$ cat src/rtl/core/ctc_pkg.sv
package ctc_pkg;

    localparam int KW_COUNT = 32;
    localparam int OP_COUNT = 38;
    localparam int KW_CHARS = 9;
    localparam int OP_CHARS = 3;

    typedef logic [2:0] class_t;
    typedef logic [2:0] err_t;

    localparam class_t CLS_KEYWORD = 3'd0;
    localparam class_t CLS_IDENT   = 3'd1;
    localparam class_t CLS_CONST   = 3'd2;
    localparam class_t CLS_BAD     = 3'd3;
    localparam class_t CLS_OPER    = 3'd4;
    localparam class_t CLS_SPECIAL = 3'd5;
    localparam class_t CLS_UNKNOWN = 3'd6;

    localparam err_t ERR_NONE = 3'd0;
    localparam err_t ERR_CHAR = 3'd1;
    localparam err_t ERR_HEX  = 3'd2;
    localparam err_t ERR_BIN  = 3'd3;
    localparam err_t ERR_OCT  = 3'd4;
    localparam err_t ERR_NUM  = 3'd5;

    function automatic logic [71:0] kw_word(input logic [4:0] idx);
        logic [71:0] w;
        case (idx)
            5'd0:  w = {"auto", 40'h0};
            5'd1:  w = {"break", 32'h0};
            5'd2:  w = {"case", 40'h0};
            5'd3:  w = {"char", 40'h0};
            5'd4:  w = {"const", 32'h0};
            5'd5:  w = {"continue", 8'h0};
            5'd6:  w = {"default", 16'h0};
            5'd7:  w = {"do", 56'h0};
            5'd8:  w = {"double", 24'h0};
            5'd9:  w = {"else", 40'h0};
            5'd10: w = {"enum", 40'h0};
            5'd11: w = {"extern", 24'h0};
            5'd12: w = {"float", 32'h0};
            5'd13: w = {"for", 48'h0};
            5'd14: w = {"goto", 40'h0};
            5'd15: w = {"if", 56'h0};
            5'd16: w = {"int", 48'h0};
            5'd17: w = {"long", 40'h0};
            5'd18: w = {"register", 8'h0};
            5'd19: w = {"return", 24'h0};
            5'd20: w = {"short", 32'h0};
            5'd21: w = {"signed", 24'h0};
            5'd22: w = {"sizeof", 24'h0};
            5'd23: w = {"static", 24'h0};
            5'd24: w = {"struct", 24'h0};
            5'd25: w = {"switch", 24'h0};
            5'd26: w = {"typedef", 16'h0};
            5'd27: w = {"union", 32'h0};
            5'd28: w = {"unsigned", 8'h0};
            5'd29: w = {"void", 40'h0};
            5'd30: w = {"volatile", 8'h0};
            default: w = {"while", 32'h0};
        endcase
        return w;
    endfunction

    function automatic logic [23:0] op_word(input logic [5:0] idx);
        logic [23:0] w;
        case (idx)
            6'd0:  w = {"+", 16'h0};
            6'd1:  w = {"-", 16'h0};
            6'd2:  w = {"*", 16'h0};
            6'd3:  w = {"/", 16'h0};
            6'd4:  w = {"%", 16'h0};
            6'd5:  w = {"=", 16'h0};
            6'd6:  w = {"==", 8'h0};
            6'd7:  w = {"!=", 8'h0};
            6'd8:  w = {">", 16'h0};
            6'd9:  w = {"<", 16'h0};
            6'd10: w = {">=", 8'h0};
            6'd11: w = {"<=", 8'h0};
            6'd12: w = {"&&", 8'h0};
            6'd13: w = {"||", 8'h0};
            6'd14: w = {"!", 16'h0};
            6'd15: w = {"&", 16'h0};
            6'd16: w = {"|", 16'h0};
            6'd17: w = {"^", 16'h0};
            6'd18: w = {"~", 16'h0};
            6'd19: w = {"<<", 8'h0};
            6'd20: w = {">>", 8'h0};
            6'd21: w = {"+=", 8'h0};
            6'd22: w = {"-=", 8'h0};
            6'd23: w = {"*=", 8'h0};
            6'd24: w = {"/=", 8'h0};
            6'd25: w = {"%=", 8'h0};
            6'd26: w = {"&=", 8'h0};
            6'd27: w = {"|=", 8'h0};
            6'd28: w = {"^=", 8'h0};
            6'd29: w = "<<=";
            6'd30: w = ">>=";
            6'd31: w = {"++", 8'h0};
            6'd32: w = {"--", 8'h0};
            6'd33: w = {"->", 8'h0};
            6'd34: w = {".", 16'h0};
            6'd35: w = {"?", 16'h0};
            6'd36: w = {":", 16'h0};
            default: w = {",", 16'h0};
        endcase
        return w;
    endfunction

    function automatic logic [7:0] kw_char(input logic [4:0] idx, input logic [3:0] pos);
        logic [71:0] w;
        logic [7:0]  ch;
        w  = kw_word(idx);
        ch = 8'h0;
        for (int k = 0; k < KW_CHARS; k++) begin
            if (pos == 4'(k)) ch = w[71 - 8 * k -: 8];
        end
        return ch;
    endfunction

    function automatic logic [3:0] kw_len(input logic [4:0] idx);
        logic [71:0] w;
        logic [3:0]  n;
        w = kw_word(idx);
        n = 4'd0;
        for (int k = 0; k < KW_CHARS; k++) begin
            if (w[71 - 8 * k -: 8] != 8'h0) n = n + 4'd1;
        end
        return n;
    endfunction

    function automatic logic [7:0] op_char(input logic [5:0] idx, input logic [3:0] pos);
        logic [23:0] w;
        logic [7:0]  ch;
        w  = op_word(idx);
        ch = 8'h0;
        for (int k = 0; k < OP_CHARS; k++) begin
            if (pos == 4'(k)) ch = w[23 - 8 * k -: 8];
        end
        return ch;
    endfunction

    function automatic logic [3:0] op_len(input logic [5:0] idx);
        logic [23:0] w;
        logic [3:0]  n;
        w = op_word(idx);
        n = 4'd0;
        for (int k = 0; k < OP_CHARS; k++) begin
            if (w[23 - 8 * k -: 8] != 8'h0) n = n + 4'd1;
        end
        return n;
    endfunction

    function automatic logic is_digit(input logic [7:0] c);
        return c >= "0" && c <= "9";
    endfunction

    function automatic logic is_alpha(input logic [7:0] c);
        return (c >= "a" && c <= "z") || (c >= "A" && c <= "Z");
    endfunction

    function automatic logic is_xdigit(input logic [7:0] c);
        return is_digit(c) || (c >= "a" && c <= "f") || (c >= "A" && c <= "F");
    endfunction

    function automatic logic is_special(input logic [7:0] c);
        return c == "(" || c == ")" || c == "," || c == ";" || c == ":" ||
               c == "{" || c == "}" || c == "[" || c == "]" || c == "#" ||
               c == 8'h22 || c == 8'h27 || c == 8'h5c || c == ".";
    endfunction

endpackage

$ cat src/rtl/core/c_token_classifier_core.sv
// Classifies C tokens that arrive one character per request, the last character
// flagged by token_end. Each character updates keyword and operator match masks
// and a few scan flags as it is accepted, so a character can be accepted in every
// cycle that the input is not stalled; the class of a token is loaded into the result
// register when its last character is accepted. Input stalls only while a result waits
// and the output is stalled.
module c_token_classifier_core (
    input  logic       clk,
    input  logic       rst_n,
    input  logic       char_valid,
    output logic       char_stall,
    input  logic [7:0] char_code,
    input  logic       token_end,
    output logic       class_valid,
    input  logic       class_stall,
    output logic [2:0] token_class,
    output logic [2:0] error_kind
);
    import ctc_pkg::*;

    logic [3:0]  pos_reg, pos_next;
    logic [7:0]  first_reg, first_next;
    logic [7:0]  second_reg, second_next;
    logic [31:0] kw_reg, kw_next;
    logic [37:0] op_reg, op_next;
    logic        ident_reg, ident_next;
    logic        hex_ok_reg, hex_ok_next;
    logic        bin_ok_reg, bin_ok_next;
    logic        oct_ok_reg, oct_ok_next;
    logic        dot_reg, dot_next;
    logic        ns_dot_reg, ns_dot_next;
    logic        ns_exp_reg, ns_exp_next;
    logic        ns_dig_reg, ns_dig_next;
    logic        ns_err_reg, ns_err_next;
    logic        ns_ae_reg, ns_ae_next;
    logic        ns_as_reg, ns_as_next;
    logic        out_valid_reg, out_valid_next;
    class_t      cls_reg, cls_next;
    err_t        err_reg, err_next;

    logic        accept;
    logic [4:0]  n_len;
    logic [7:0]  c0, c1;
    logic        kw_hit, op_hit, starts;

    assign char_stall  = out_valid_reg & class_stall;
    assign accept      = char_valid & ~char_stall;
    assign class_valid = out_valid_reg;
    assign token_class = cls_reg;
    assign error_kind  = err_reg;

    always_comb
    begin
        kw_next = kw_reg;
        for (int i = 0; i < KW_COUNT; i++)
        begin
            if (kw_char(5'(i), pos_reg) == 8'h0 || kw_char(5'(i), pos_reg) != char_code)
                kw_next[i] = 1'b0;
        end
        op_next = op_reg;
        for (int i = 0; i < OP_COUNT; i++)
        begin
            if (op_char(6'(i), pos_reg) == 8'h0 || op_char(6'(i), pos_reg) != char_code)
                op_next[i] = 1'b0;
        end

        ident_next = ident_reg;
        if (pos_reg == 4'd0)
        begin
            if (!(is_alpha(char_code) || char_code == "_")) ident_next = 1'b0;
        end
        else if (!(is_alpha(char_code) || is_digit(char_code) || char_code == "_"))
        begin
            ident_next = 1'b0;
        end
        hex_ok_next = hex_ok_reg & ~(pos_reg >= 4'd2 && !is_xdigit(char_code));
        bin_ok_next = bin_ok_reg & ~(pos_reg >= 4'd2 && char_code != "0" && char_code != "1");
        oct_ok_next = oct_ok_reg & ~(pos_reg >= 4'd1 && (char_code < "0" || char_code > "7"));
        dot_next    = dot_reg | (char_code == ".");

        ns_dot_next = ns_dot_reg;
        ns_exp_next = ns_exp_reg;
        ns_dig_next = ns_dig_reg;
        ns_err_next = ns_err_reg;
        ns_ae_next  = ns_ae_reg;
        ns_as_next  = ns_as_reg;
        if (!ns_err_reg)
        begin
            if (ns_ae_reg)
            begin
                ns_ae_next = 1'b0;
                if (char_code == "+" || char_code == "-") ns_as_next = 1'b1;
                else if (!is_digit(char_code)) ns_err_next = 1'b1;
            end
            else if (ns_as_reg)
            begin
                ns_as_next = 1'b0;
                if (!is_digit(char_code)) ns_err_next = 1'b1;
            end
            else if (is_digit(char_code))
            begin
                ns_dig_next = 1'b1;
            end
            else if (char_code == "." && !ns_dot_reg)
            begin
                ns_dot_next = 1'b1;
            end
            else if ((char_code == "e" || char_code == "E") && ns_dig_reg && !ns_exp_reg)
            begin
                ns_exp_next = 1'b1;
                ns_ae_next  = 1'b1;
            end
            else if (!(pos_reg == 4'd0 && (char_code == "+" || char_code == "-")))
            begin
                ns_err_next = 1'b1;
            end
        end

        n_len  = {1'b0, pos_reg} + 5'd1;
        kw_hit = 1'b0;
        for (int i = 0; i < KW_COUNT; i++)
        begin
            if (kw_next[i] && {1'b0, kw_len(5'(i))} == n_len) kw_hit = 1'b1;
        end
        op_hit = 1'b0;
        for (int i = 0; i < OP_COUNT; i++)
        begin
            if (op_next[i] && {1'b0, op_len(6'(i))} == n_len) op_hit = 1'b1;
        end
        c0 = (pos_reg == 4'd0) ? char_code : first_reg;
        c1 = (pos_reg == 4'd0) ? 8'h0 : ((pos_reg == 4'd1) ? char_code : second_reg);
        starts = is_digit(c0) || c0 == 8'h27 || c0 == 8'h22 ||
                 ((c0 == "+" || c0 == "-") && is_digit(c1));

        err_next = ERR_NONE;
        if (kw_hit)
        begin
            cls_next = CLS_KEYWORD;
        end
        else if (ident_next)
        begin
            cls_next = CLS_IDENT;
        end
        else if (starts)
        begin
            if (c0 == 8'h22 && char_code == 8'h22)
            begin
                cls_next = CLS_CONST;
            end
            else if (c0 == 8'h27 && char_code == 8'h27)
            begin
                if (pos_reg == 4'd2 || (pos_reg == 4'd3 && c1 == 8'h5c))
                begin
                    cls_next = CLS_CONST;
                end
                else
                begin
                    cls_next = CLS_BAD;
                    err_next = ERR_CHAR;
                end
            end
            else if (pos_reg >= 4'd2 && c0 == "0" && (c1 == "x" || c1 == "X"))
            begin
                cls_next = hex_ok_next ? CLS_CONST : CLS_BAD;
                err_next = hex_ok_next ? ERR_NONE : ERR_HEX;
            end
            else if (pos_reg >= 4'd2 && c0 == "0" && (c1 == "b" || c1 == "B"))
            begin
                cls_next = bin_ok_next ? CLS_CONST : CLS_BAD;
                err_next = bin_ok_next ? ERR_NONE : ERR_BIN;
            end
            else if (c0 == "0" && pos_reg >= 4'd1 && !dot_next && c1 != "x" && c1 != "X"
                     && c1 != "b" && c1 != "B")
            begin
                cls_next = oct_ok_next ? CLS_CONST : CLS_BAD;
                err_next = oct_ok_next ? ERR_NONE : ERR_OCT;
            end
            else if (!ns_err_next && !ns_ae_next && !ns_as_next && ns_dig_next)
            begin
                cls_next = CLS_CONST;
            end
            else
            begin
                cls_next = CLS_BAD;
                err_next = ERR_NUM;
            end
        end
        else if (op_hit)
        begin
            cls_next = CLS_OPER;
        end
        else if (pos_reg == 4'd0 && is_special(char_code))
        begin
            cls_next = CLS_SPECIAL;
        end
        else
        begin
            cls_next = CLS_UNKNOWN;
        end

        first_next  = (pos_reg == 4'd0) ? char_code : first_reg;
        second_next = (pos_reg == 4'd1) ? char_code : second_reg;
        pos_next    = (pos_reg == 4'd15) ? pos_reg : pos_reg + 4'd1;

        out_valid_next = out_valid_reg & class_stall;
        if (accept && token_end) out_valid_next = 1'b1;
    end

    always_ff @(posedge clk or negedge rst_n)
    begin
        if (!rst_n)
        begin
            pos_reg       <= 4'd0;
            first_reg     <= 8'h0;
            second_reg    <= 8'h0;
            kw_reg        <= '1;
            op_reg        <= '1;
            ident_reg     <= 1'b1;
            hex_ok_reg    <= 1'b1;
            bin_ok_reg    <= 1'b1;
            oct_ok_reg    <= 1'b1;
            dot_reg       <= 1'b0;
            ns_dot_reg    <= 1'b0;
            ns_exp_reg    <= 1'b0;
            ns_dig_reg    <= 1'b0;
            ns_err_reg    <= 1'b0;
            ns_ae_reg     <= 1'b0;
            ns_as_reg     <= 1'b0;
            out_valid_reg <= 1'b0;
        end
        else
        begin
            out_valid_reg <= out_valid_next;
            if (accept && token_end)
            begin
                pos_reg    <= 4'd0;
                first_reg  <= 8'h0;
                second_reg <= 8'h0;
                kw_reg     <= '1;
                op_reg     <= '1;
                ident_reg  <= 1'b1;
                hex_ok_reg <= 1'b1;
                bin_ok_reg <= 1'b1;
                oct_ok_reg <= 1'b1;
                dot_reg    <= 1'b0;
                ns_dot_reg <= 1'b0;
                ns_exp_reg <= 1'b0;
                ns_dig_reg <= 1'b0;
                ns_err_reg <= 1'b0;
                ns_ae_reg  <= 1'b0;
                ns_as_reg  <= 1'b0;
            end
            else if (accept)
            begin
                pos_reg    <= pos_next;
                first_reg  <= first_next;
                second_reg <= second_next;
                kw_reg     <= kw_next;
                op_reg     <= op_next;
                ident_reg  <= ident_next;
                hex_ok_reg <= hex_ok_next;
                bin_ok_reg <= bin_ok_next;
                oct_ok_reg <= oct_ok_next;
                dot_reg    <= dot_next;
                ns_dot_reg <= ns_dot_next;
                ns_exp_reg <= ns_exp_next;
                ns_dig_reg <= ns_dig_next;
                ns_err_reg <= ns_err_next;
                ns_ae_reg  <= ns_ae_next;
                ns_as_reg  <= ns_as_next;
            end
        end
    end

    always_ff @(posedge clk or negedge rst_n)
    begin
        if (!rst_n)
        begin
            cls_reg <= CLS_KEYWORD;
            err_reg <= ERR_NONE;
        end
        else if (accept && token_end)
        begin
            cls_reg <= cls_next;
            err_reg <= err_next;
        end
    end

    a_err_only_bad: assert property (@(posedge clk) disable iff (!rst_n)
        out_valid_reg |-> ((err_reg != ERR_NONE) == (cls_reg == CLS_BAD)))
        else $error("error kind does not agree with class");

    a_end_gives_result: assert property (@(posedge clk) disable iff (!rst_n)
        (accept && token_end) |=> out_valid_reg)
        else $error("token end gave no result");

    a_end_clears_pos: assert property (@(posedge clk) disable iff (!rst_n)
        (accept && token_end) |=> (pos_reg == 4'd0 && kw_reg == '1))
        else $error("token state not cleared after token end");

    a_no_spurious: assert property (@(posedge clk) disable iff (!rst_n)
        (!out_valid_reg && !(accept && token_end)) |=> !out_valid_reg)
        else $error("result appeared without a token end");

endmodule
$ cat config.mk
export PLATFORM = sky130hd
export DESIGN_NAME = c_token_classifier_core
export DESIGN_NICKNAME = d
export VERILOG_FILES = /design/src/rtl/core/ctc_pkg.sv /design/src/rtl/core/c_token_classifier_core.sv
export SDC_FILE = /design/constraint.sdc
export NUM_CORES = 1
export LEC_CHECK = 0
export ABC_AREA = 1
export BUFFER_PORTS_ARGS = -buffer_cell sky130_fd_sc_hd__buf_4
export CAP_MARGIN = 20
export CORE_UTILIZATION = 55
export CTS_CLUSTER_SIZE = 40
export DETAILED_ROUTE_END_ITERATION = 10
export PLACE_DENSITY = 0.7
export SLEW_MARGIN = 20
export SYNTH_ARGS = -nofsm -noshare
export SYNTH_HDL_FRONTEND = slang
export SYNTH_SLANG_ARGS = --single-unit
$ cat constraint.sdc
create_clock -name clk -period 3 [get_ports clk]
set_clock_uncertainty 0.15 [all_clocks]
set_input_delay 0.6 -clock clk [delete_from_list [all_inputs] [get_ports clk]]
set_output_delay 0.6 -clock clk [all_outputs]
set_load 0.05 [all_outputs]
==> key figures <==
Run status
  – Status: finished clean

Logic synthesis
  – XOR/XNOR Fraction of Synth Area: under 10%
  – Post-Synth Adder-Cell Area: 0.771%
  – Compound-gate portion of the synthesized area: 9.42%
  – Synth Net Count: ~1600
  – Top cell type's share of synthesized area: 20.0%
  – Mean post-synth cell area: slightly above 6 um^2
  – Mux share of post-synthesis cell area: 0%
  – Register area share after synthesis: 28.7%
  – Main combinational cell family by area after synthesis: simple AND/OR/NAND/NOR gates
  – Synth cell types: 49
  – Cells after Synth: 1583
  – Async SR Flop Fraction: 100%
  – Post-synthesis simple-gate area fraction: between 40% and 50%
  – Register bit total from synthesis: approximately 110
  – Top_reg_cell synth: dfstp_2
  – Yosys warnings: 0
  – Post-synth EDFFs: 0
  – Cell accounting for the most synthesized area: dfstp_2
  – Cell area after synthesis: between 9000 and 10000 um^2
  – Ranking of synthesized cells by area: dfstp_2 20%, nand2_1 20%, nand3_1 12%, dfrtp_1 8.7%, nor2_1 7.6%

Placed design
  – Post-DP Area: about 11000 um^2
  – I/O Buffers: 20
  – RePlAce Congestion: 1.04
  – HPWL Detailed: approximately 29000 um
  – Pre-CTS setup slack: -0.156 ns

Clocking
  – CTS tree: done
  – Clock Sinks: 108
  – CTS Buf Count: 9
  – Clock root buffer: clkbuf_16
  – Clock Latency Late Sink: 0.38 ns
  – Worst-path clk slew: 0.09 ns
  – Clock tree buffer depth: 2
  – Htree depth: 3

Final layout
  – Max FFs per register: 38
  – Nets: 1770
  – Fin area: 12300 um^2
  – Antenna diode count: 0
  – Commonest non-fill, non-tap cells in the layout: 495 x nand2_1, 217 x nand3_1, 212 x buf_4, 186 x nor2_1, 149 x inv_1
  – Commonest non-fill, non-tap cell in the layout: nand2_1
  – Share of cells above drive strength 1: about a quarter
  – Final core occ: 70.9%
  – Fillcell total: around 1500
  – Area grow syn2layout: 26.0%

Route
  – Via count: 11937
  – Routed WL per cell: 19.8 um
  – DRC Markers: 0
  – WL final: 39200 um
  – ANT nets after route: 0
  – Initial drt markers: around 1500
  – Number of iterations in the first detailed-routing pass: 7
  – Drt via density: 6.03

Timing
  – Worst slew pin tran: around 0.83 ns
  – Worst setup margin: 0.0435 ns
  – Final hold vios: 0
  – Setup TNS: 0 ns
  – RSZ-0062 raised after global routing: true
  – Tcrit/Tclk final: 98.5%
  – Period minus WS final: between 2 and 3 ns
  – Relative slew margins: 44.5%
  – Setup violations, final: 0
  – Pins Over Slew Limit: 0
  – FMAX: 0.338 GHz

Die
  – I/O pins: 21
  – Total die area: between 15000 and 20000 um^2
  – Starting Density: 56.3%
  – Chip height: 135 um
  – Core area: between 15000 and 20000 um^2
  – Die X: 135 um
  – Placement Rows: 48

Global routing
  – Initial antenna violation count: 0
  – First-pass GRT wire length: just under 60000 um
  – GRT met1 Usage: between 50% and 60%
  – Largest net degree at the start of global routing: 57
  – All-Layer GR Usage: 43.0%
  – Global route total overflow: 0
  – Met3 usage in global routing: 9.12%
  – Busiest grt layer: met2
  – Met2 Use GR: 67.3%
  – Number of global-route vias before repair: 10940

Critical path
  – Worst r2r src: pos_reg[0]
  – Startpoint Class: register
  – CP arrival: 3.10 ns
  – Worst Setup End Kind: register
  – Crit path from: pos_reg[0]
  – Setup Crit Path Kind: reg2reg
  – Worst EP required: 3.15 ns
  – Max FO, Critical Path: 5

Power and ir drop
  – Pwr dens: about 880 nW/um^2
  – Leakage: 6.32 nW
  – Peak VDD IR: 0.000667 V
  – Final Power: 10.8 mW

Worst hold path
  – Worst hold start: bin_ok_reg
  – Hold Path Class: reg2reg

Flow run
  – Max Cap Viol: 0
-- synth_stat cells, types with 2 or more instances --
| cell type | n |
|---|---|
| o21ai_1 | 12 |
| dfrtp_1 | 34 |
| nand3_1 | 234 |
| nand4_4 | 2 |
| clkbuf_1 | 33 |
| nor2_2 | 6 |
| inv_2 | 6 |
| a211o_1 | 3 |
| buf_2 | 15 |
| a221o_1 | 2 |
| nand2_2 | 12 |
| nand4_1 | 38 |
| nor2_1 | 196 |
| nand2_1 | 510 |
| nor4_1 | 2 |
| buf_1 | 13 |
| ha_1 | 6 |
| buf_6 | 8 |
| nor3_1 | 28 |
| nand3_2 | 6 |
| clkinv_1 | 2 |
| nor2_4 | 3 |
| o21ai_0 | 37 |
| inv_1 | 155 |
| o22ai_1 | 11 |
| a21oi_1 | 29 |
| o211ai_1 | 33 |
| xor2_1 | 26 |
| o2111ai_1 | 2 |
| nand2_4 | 6 |
| nor3_2 | 2 |
| o21ai_2 | 8 |
| nand3_4 | 4 |
| o21bai_1 | 2 |
| dfstp_2 | 74 |
| nand3b_1 | 3 |
| buf_4 | 8 |
-- layout make-up --
class / instances / area [um^2] / share of cell area, %
multi-input combinational: 1234 / 6250 / 51.0
sequential: 108 / 2800 / 22.8
clock buffer: 10 / 229 / 1.87
clock inverter: 6 / 105 / 0.857
tap: 225 / 282 / 2.29
inverter: 163 / 626 / 5.10
timing repair buffer: 235 / 1980 / 16.1
-- kinds of logic (layout without fill, tap and decap cells) --
| group | after synthesis | in the layout |
|---|---|---|
| compound gates | 145 | 145 |
| xor+xnor | 26 | 26 |
| fa+ha+maj | 6 | 6 |
| buf+inv | 242 | 414 |
| flops | 108 | 108 |
| simple gates | 1056 | 1057 |
-- report_power, final --
group / leakage, nW / switching [mW] / internal, mW
Sequential: 1.22 / 0.169 / 1.82
Combinational: 4.93 / 4.66 / 2.71
Clock: 0.162 / 0.664 / 0.754
-- path summary, 6_finish.rpt --
path | endpoint | slack (ns) | cells past startpoint
min in group asynchronous | first_reg[5] | 0.48 | 2
worst min-delay path | bin_ok_reg | 0.34 | 2
worst max register to register | token_class[1] | 0.04 | 19
max in group asynchronous | op_reg[30] | 1.57 | 3
worst min register to register | bin_ok_reg | 0.34 | 2
worst max-delay path | token_class[1] | 0.04 | 19
-- routing by layer --
metal	wire (um)	up-vias
li1	-	5485
met2	17200	778
met3	4080	225
met1	15300	5449
met4	2600	0
met5	0	-
-- critical path: stages, from the launching register on --
cell and delay [ns]:
dfrtp_2 0.47, buf_6 0.15, ha_4 0.18, buf_6 0.14
nand2_4 0.14, nand2_4 0.07, nand2_2 0.14, nand2_2 0.13
buf_4 0.15, nand2_1 0.07, nand2_1 0.05, nand2_1 0.06
nand2_1 0.07, nand4_1 0.15, nand2_1 0.12, inv_1 0.07
nand3_1 0.07, nor2_2 0.19, nand3_2 0.12, o21bai_1 0.16
-- timing repair --
item / in CTS / in global routing
resized for setup: 19 / 85
pin swaps: 2 / 30
hold endpoints to repair: 5 / 0
gates cloned: 0 / 1
setup buffers: 5 / 19
setup endpoints to repair: 6 / 6
hold buffers: 1 / 0
-- per-stage QoR --
stage | cells | hold WS [ns]
after floorplan | 1583 | 0.154
after global placement | 1939 | 0.313
after detailed placement | 1939 | 0.320
after CTS | 1961 | 0.339
after global routing | 1981 | 0.343
final | 1981 | 0.337
Power figures use the tool's default switching activity.
